<file path="config.mk">
export PLATFORM = sky130hd
export DESIGN_NAME = dom_rem
export DESIGN_NICKNAME = d
export VERILOG_FILES = /design/src/hdl/dom_rem.sv
export SDC_FILE = /design/constraint.sdc
export NUM_CORES = 1
export LEC_CHECK = 0
export BUFFER_PORTS_ARGS = -buffer_cell sky130_fd_sc_hd__buf_2
export CAP_MARGIN = 20
export CORE_MARGIN = 2
export CORE_UTILIZATION = 40
export CTS_CLUSTER_DIAMETER = 80
export DETAILED_ROUTE_END_ITERATION = 8
export HOLD_SLACK_MARGIN = 0.1
export PLACE_DENSITY = 0.69
export SYNTH_ARGS = -nofsm -noshare
export SYNTH_HDL_FRONTEND = slang
export SYNTH_SLANG_ARGS = --single-unit
</file>
<file path="constraint.sdc">
create_clock -name clk_i -period 2.1 [get_ports clk_i]
set_input_delay 0.315 -clock clk_i [delete_from_list [all_inputs] [get_ports clk_i]]
set_output_delay 0.315 -clock clk_i [all_outputs]
set_load 0.005 [all_outputs]
</file>
<file path="src/hdl/dom_rem.sv">
// bit-serial remainder of two dividends by a shared divisor, one bit per cycle
module dom_rem #(
  parameter int unsigned DW = 5,
  parameter int unsigned RW = 4
) (
  input  logic          clk_i,
  input  logic          rst_ni,
  input  logic          start_i,
  input  logic [DW-1:0] divisor_i,
  input  logic [DW-1:0] dvd_a_i,
  input  logic [DW-1:0] dvd_b_i,
  output logic          done_o,
  output logic [RW-1:0] rem_a_o,
  output logic [RW-1:0] rem_b_o
);

  localparam int unsigned CW = (DW > 1) ? $clog2(DW) : 1;

  logic          busy_q, busy_d;
  logic [CW-1:0] cnt_q, cnt_d;
  logic [DW-1:0] dvd_q [2];
  logic [DW-1:0] rem_q [2];
  logic [DW:0]   trial [2];
  logic [DW:0]   rem_nx [2];
  logic          last_step;

  // one restoring step per lane
  always_comb begin
    for (int l = 0; l < 2; l++) begin
      trial[l] = {rem_q[l], dvd_q[l][DW-1]};
      if (trial[l] >= {1'b0, divisor_i}) begin
        rem_nx[l] = trial[l] - {1'b0, divisor_i};
      end else begin
        rem_nx[l] = trial[l];
      end
    end
  end

  assign last_step = busy_q && (cnt_q == CW'(DW - 1));
  assign done_o    = last_step;
  assign rem_a_o   = RW'(rem_nx[0]);
  assign rem_b_o   = RW'(rem_nx[1]);

  // step sequencing
  always_comb begin
    busy_d = busy_q;
    cnt_d  = cnt_q;
    if (start_i) begin
      busy_d = 1'b1;
      cnt_d  = '0;
    end else if (busy_q) begin
      cnt_d = cnt_q + CW'(1);
      if (last_step) begin
        busy_d = 1'b0;
      end
    end
  end

  always_ff @(posedge clk_i or negedge rst_ni) begin
    if (!rst_ni) begin
      busy_q <= 1'b0;
      cnt_q  <= '0;
    end else begin
      busy_q <= busy_d;
      cnt_q  <= cnt_d;
    end
  end

  // dividend shift and partial remainder
  always_ff @(posedge clk_i) begin
    if (start_i) begin
      dvd_q[0] <= dvd_a_i;
      dvd_q[1] <= dvd_b_i;
      rem_q[0] <= '0;
      rem_q[1] <= '0;
    end else if (busy_q) begin
      for (int l = 0; l < 2; l++) begin
        dvd_q[l] <= dvd_q[l] << 1;
        rem_q[l] <= DW'(rem_nx[l]);
      end
    end
  end

endmodule

</file>
==> impl_results.html <==
<table>
<tr><th>Metric</th><th>Value</th></tr>
<tr><th colspan="2">Power</th></tr>
<tr><td>Final Total Pwr</td><td>~2.7 mW</td></tr>
<tr><td>Total power divided by cell area</td><td>1373 nW/µm²</td></tr>
<tr><td>Peak ir drop on the vdd network</td><td>between 0.5 and 0.6 mV</td></tr>
<tr><td>Static leakage power</td><td>0.9386 nW</td></tr>
<tr><th colspan="2">Clock tree</th></tr>
<tr><td>Worst-case clock buffer depth</td><td>2</td></tr>
<tr><td>Clock-pin transition on the worst setup and hold timing paths</td><td>0.09 ns</td></tr>
<tr><td>CTS buffer count</td><td>3</td></tr>
<tr><td>Number of H-tree levels</td><td>1</td></tr>
<tr><td>TritonCTS clock tree</td><td>built</td></tr>
<tr><td>Clock insertion delay at the later pin of the skew report</td><td>0.27 ns</td></tr>
<tr><td>Buffer type at the clock tree root</td><td>clkbuf_8</td></tr>
<tr><td>CTS sink cnt</td><td>24</td></tr>
<tr><th colspan="2">STA</th></tr>
<tr><td>Number of setup violations in the final report</td><td>13</td></tr>
<tr><td>Setup clock skew after layout</td><td>0.005544 ns</td></tr>
<tr><td>Sum of negative setup slack</td><td>-2.714 ns</td></tr>
<tr><td>Final hold viol count</td><td>0</td></tr>
<tr><td>Final worst path period need</td><td>2.435 ns</td></tr>
<tr><td>Post-route setup slack</td><td>-0.3348 ns</td></tr>
<tr><td>Unrepaired setup endpoints after global routing</td><td>true</td></tr>
<tr><td>Worst relative slew slack</td><td>68.75%</td></tr>
<tr><td>Pin slew with the least headroom to its limit</td><td>about 0.47 ns</td></tr>
<tr><td>Period Utilization, post-route</td><td>115.9%</td></tr>
<tr><td>Smallest hold slack</td><td>about 0.28 ns</td></tr>
<tr><td>Number of max-slew violations in the final report</td><td>0</td></tr>
<tr><td>Fmax</td><td>410.7 MHz</td></tr>
<tr><th colspan="2">Setup path</th></tr>
<tr><td>Critical-path cell with the highest stage delay</td><td>edfxtp_1</td></tr>
<tr><td>Number of cells on the worst reg-to-reg path</td><td>9</td></tr>
<tr><td>CP Capture Type</td><td>output port</td></tr>
<tr><td>Capturing point of the worst reg2reg path</td><td>rem_q[0][7]</td></tr>
<tr><td>FF-to-FF Start</td><td>dvd_q[0][9]</td></tr>
<tr><td>Worst setup startpoint</td><td>dvd_q[0][9]</td></tr>
<tr><td>Largest incremental delay on the critical path</td><td>0.40 ns</td></tr>
<tr><td>Internal reg-to-reg setup slack</td><td>-0.14 ns</td></tr>
<tr><td>Arrival time at the worst endpoint</td><td>2.12 ns</td></tr>
<tr><td>Category of the most critical setup path</td><td>reg2out</td></tr>
<tr><td>Endpoint of the worst setup timing path</td><td>rem_b_o[2]</td></tr>
<tr><td>Crit path launch type</td><td>register</td></tr>
<tr><td>List of cells traversed by the critical path</td><td>inv_1 -&gt; ha_2 -&gt; inv_2 -&gt; fa_2 -&gt; a21oi_4 -&gt; o221ai_4 -&gt; mux2_4 -&gt; buf_6</td></tr>
<tr><td>Crit-path max FO</td><td>6</td></tr>
<tr><td>Critical path required time</td><td>about 1.8 ns</td></tr>
<tr><th colspan="2">Cells and area</th></tr>
<tr><td>Utilization after layout</td><td>52.87%</td></tr>
<tr><td>Number of fill cells in the layout</td><td>366</td></tr>
<tr><td>Most frequent standard cell in the layout excluding fill and tap cells</td><td>nand2_1</td></tr>
<tr><td>Count of nets after finishing</td><td>221</td></tr>
<tr><td>Commonest cells after routing, fill and taps aside</td><td>nand2_1, buf_2, edfxtp_1</td></tr>
<tr><td>Area of all placed cells without fillers</td><td>1979 µm²</td></tr>
<tr><td>Final standard cell count with taps included and fillers excluded</td><td>236</td></tr>
<tr><td>Fraction of final layout cells sized beyond drive strength 1</td><td>between 30% and 40%</td></tr>
<tr><td>Area growth from synthesis to layout</td><td>23.59%</td></tr>
<tr><td>Count of antenna diodes in the layout</td><td>0</td></tr>
<tr><th colspan="2">GRT</th></tr>
<tr><td>Total global routing overflow</td><td>0</td></tr>
<tr><td>Met1 usage</td><td>18.90%</td></tr>
<tr><td>Via count of the first global-routing pass</td><td>1180</td></tr>
<tr><td>Global-route wire length before repair</td><td>5.161 mm</td></tr>
<tr><td>Number of antenna violations at the first check in global routing</td><td>0</td></tr>
<tr><td>Met2 usage in global routing</td><td>27.97%</td></tr>
<tr><td>GR met3 Demand/Resource</td><td>1.500%</td></tr>
<tr><td>Overall track demand over capacity in global routing</td><td>15.27%</td></tr>
<tr><td>Largest net degree at the start of global routing</td><td>21</td></tr>
<tr><td>Layer carrying the most global-route usage</td><td>met2</td></tr>
<tr><th colspan="2">Synth</th></tr>
<tr><td>Fraction of the mapped netlist area in compound gates</td><td>9.844%</td></tr>
<tr><td>Cell area after synthesis</td><td>between 1500 and 2000 µm²</td></tr>
<tr><td>Post-synthesis cell count</td><td>155</td></tr>
<tr><td>Synth warn</td><td>0</td></tr>
<tr><td>Xor and xnor area share after synthesis</td><td>~4.4%</td></tr>
<tr><td>Area share of and/or/nand/nor cells after synthesis</td><td>16.80%</td></tr>
<tr><td>Sequential fraction of the synthesis area</td><td>43.75%</td></tr>
<tr><td>Net count after synthesis</td><td>187</td></tr>
<tr><td>Number of distinct library cells after synthesis</td><td>31</td></tr>
<tr><td>Number of synthesized register bits</td><td>24</td></tr>
<tr><td>Dominant combinational cell family by area after synthesis</td><td>simple AND/OR/NAND/NOR gates</td></tr>
<tr><td>Multiplexer fraction of the synthesized cell area</td><td>5.781%</td></tr>
<tr><td>Syn avg cell area</td><td>10.33 µm²</td></tr>
<tr><td>Adder-cell share of the synthesized area</td><td>11.88%</td></tr>
<tr><th colspan="2">Floorplan</th></tr>
<tr><td>Number of standard-cell rows in the floorplan</td><td>22</td></tr>
<tr><td>Floorplan die width</td><td>~67 µm</td></tr>
<tr><td>Die Footprint</td><td>between 4000 and 5000 µm²</td></tr>
<tr><td>Die extent in y</td><td>67.28 µm</td></tr>
<tr><td>I/O pin total</td><td>27</td></tr>
<tr><td>Starting density of the core</td><td>42.78%</td></tr>
<tr><td>Floorplan Core Area</td><td>about 3700 µm²</td></tr>
<tr><th colspan="2">Drt</th></tr>
<tr><td>Router iterations before antenna repair</td><td>4</td></tr>
<tr><td>Average via count per standard cell</td><td>4.831</td></tr>
<tr><td>Routed len/inst</td><td>about 13 µm</td></tr>
<tr><td>Detail Route Antenna Nets</td><td>0</td></tr>
<tr><td>Count of vias placed by the detailed router</td><td>1140</td></tr>
<tr><td>DR DRC count</td><td>0</td></tr>
<tr><td>Iteration-0 DRC count of the detailed router</td><td>32</td></tr>
<tr><td>Total detailed-routing wirelength</td><td>3.050 mm</td></tr>
<tr><th colspan="2">Place</th></tr>
<tr><td>Placement-stage worst setup slack</td><td>-0.04436 ns</td></tr>
<tr><td>Number of placed instances with taps included</td><td>~230</td></tr>
<tr><td>Cell area reported after detailed placement</td><td>about 1800 µm²</td></tr>
<tr><td>Number of port buffers</td><td>26</td></tr>
<tr><td>Weighted congestion at the end of routability-driven global placement</td><td>0.7674</td></tr>
<tr><td>Detailed Place HPWL</td><td>2.260 mm</td></tr>
<tr><th colspan="2">Run</th></tr>
<tr><td>Max-Cap Viols</td><td>0</td></tr>
<tr><th colspan="2">Outcome</th></tr>
<tr><td>Violated checks</td><td>setup timing</td></tr>
<tr><td>Status</td><td>finished, violations left</td></tr>
<tr><th colspan="2">Worst hold path</th></tr>
<tr><td>Worst min-delay path category</td><td>in2reg</td></tr>
</table>
[flip-flops by register name, indices dropped and copies added (netlist names)]
register and flops:
busy_q 1, cnt_q 3, dvd_q 10, rem_q 10
[cell families (layout without fill, tap and decap cells)]
group / Yosys count / in the layout
mux: 7 / 7
xor+xnor: 8 / 8
flops: 24 / 24
buf+inv: 24 / 57
simple gates: 60 / 60
compound gates: 18 / 18
fa+ha+maj: 14 / 14
[how the worst min path moves through the flow]
stage                     startpoint          end  slack, ns  depth (start not counted)
final                        start_i     cnt_q[0]       0.28                          2
after global routing      dvd_b_i[2]  dvd_q[0][7]       0.30                          3
after detailed placement      rst_ni     cnt_q[2]       0.13                          1
after global placement        rst_ni     cnt_q[2]       0.12                          1
after CTS                    start_i     cnt_q[0]       0.28                          2
after floorplan               rst_ni       busy_q       0.02                          0
[power breakdown]
part	switching, mW	internal (mW)	leakage (nW)
Sequential	0.0696	0.667	0.278
Clock	0.145	0.255	0.0357
Combinational	0.713	0.869	0.625
Total	0.928	1.79	0.939
[routing by layer]
metal | wire length (µm) | part of all wire [%]
met5 | 0 | 0
met4 | 41 | 1.3
met3 | 127 | 4.2
met2 | 1585 | 52
met1 | 1295 | 42
[final cells by class]
class | instances | area (µm²) | area share, %
clock buffers | 3 | 41.29 | 2.086
clock inverters | 1 | 30.03 | 1.517
inverters | 12 | 45.04 | 2.276
multi-input cells | 107 | 832.0 | 42.04
flip-flops and latches | 24 | 700.7 | 35.40
well taps | 48 | 60.06 | 3.034
repair buffers | 41 | 270.3 | 13.65
[Yosys cell counts, drive strengths merged]
| library cell | n | area (µm²) |
|---|---|---|
| nand2 | 36 | 135.1 |
| edfxtp | 20 | 600.6 |
| ha | 12 | 150.1 |
| inv | 12 | 45.04 |
| buf | 9 | 65.06 |
| nor2 | 9 | 33.78 |
| a21oi | 8 | 47.55 |
| and2 | 6 | 37.54 |
| mux2 | 6 | 82.58 |
| xor2 | 5 | 43.79 |
| dfrtp | 4 | 100.1 |
| nand3 | 4 | 30.03 |
| clkbuf | 3 | 11.26 |
| xnor2 | 3 | 26.28 |
| a211oi | 2 | 15.01 |
| a31o | 2 | 17.52 |
| fa | 2 | 40.04 |
| o221ai | 2 | 52.55 |
| o22ai | 2 | 12.51 |
| a21o | 1 | 7.510 |
| and3 | 1 | 6.260 |
| mux2i | 1 | 10.01 |
| nand2b | 1 | 6.260 |
| nand3b | 1 | 7.510 |
| nor2b | 1 | 6.260 |
| o21ai | 1 | 5.000 |
| or2 | 1 | 6.260 |
[critical path: cells and delay by family, from the launching register on]
kind | cells | cell delay (ns)
flops | 1 | 0.40
compound gates | 2 | 0.32
buf+inv | 3 | 0.24
fa+ha+maj | 2 | 0.54
mux | 1 | 0.34
[repair_timing]
item                                    in CTS  in global routing
pin swaps                                    0                  1
gates resized for setup                     12                  4
hold buffers                                 1                  0
endpoints found under the setup margin      11                 17
endpoints found under the hold margin        4                  0
setup buffers                                2                  3
Note: power is estimated with default switching activity, not from simulation.
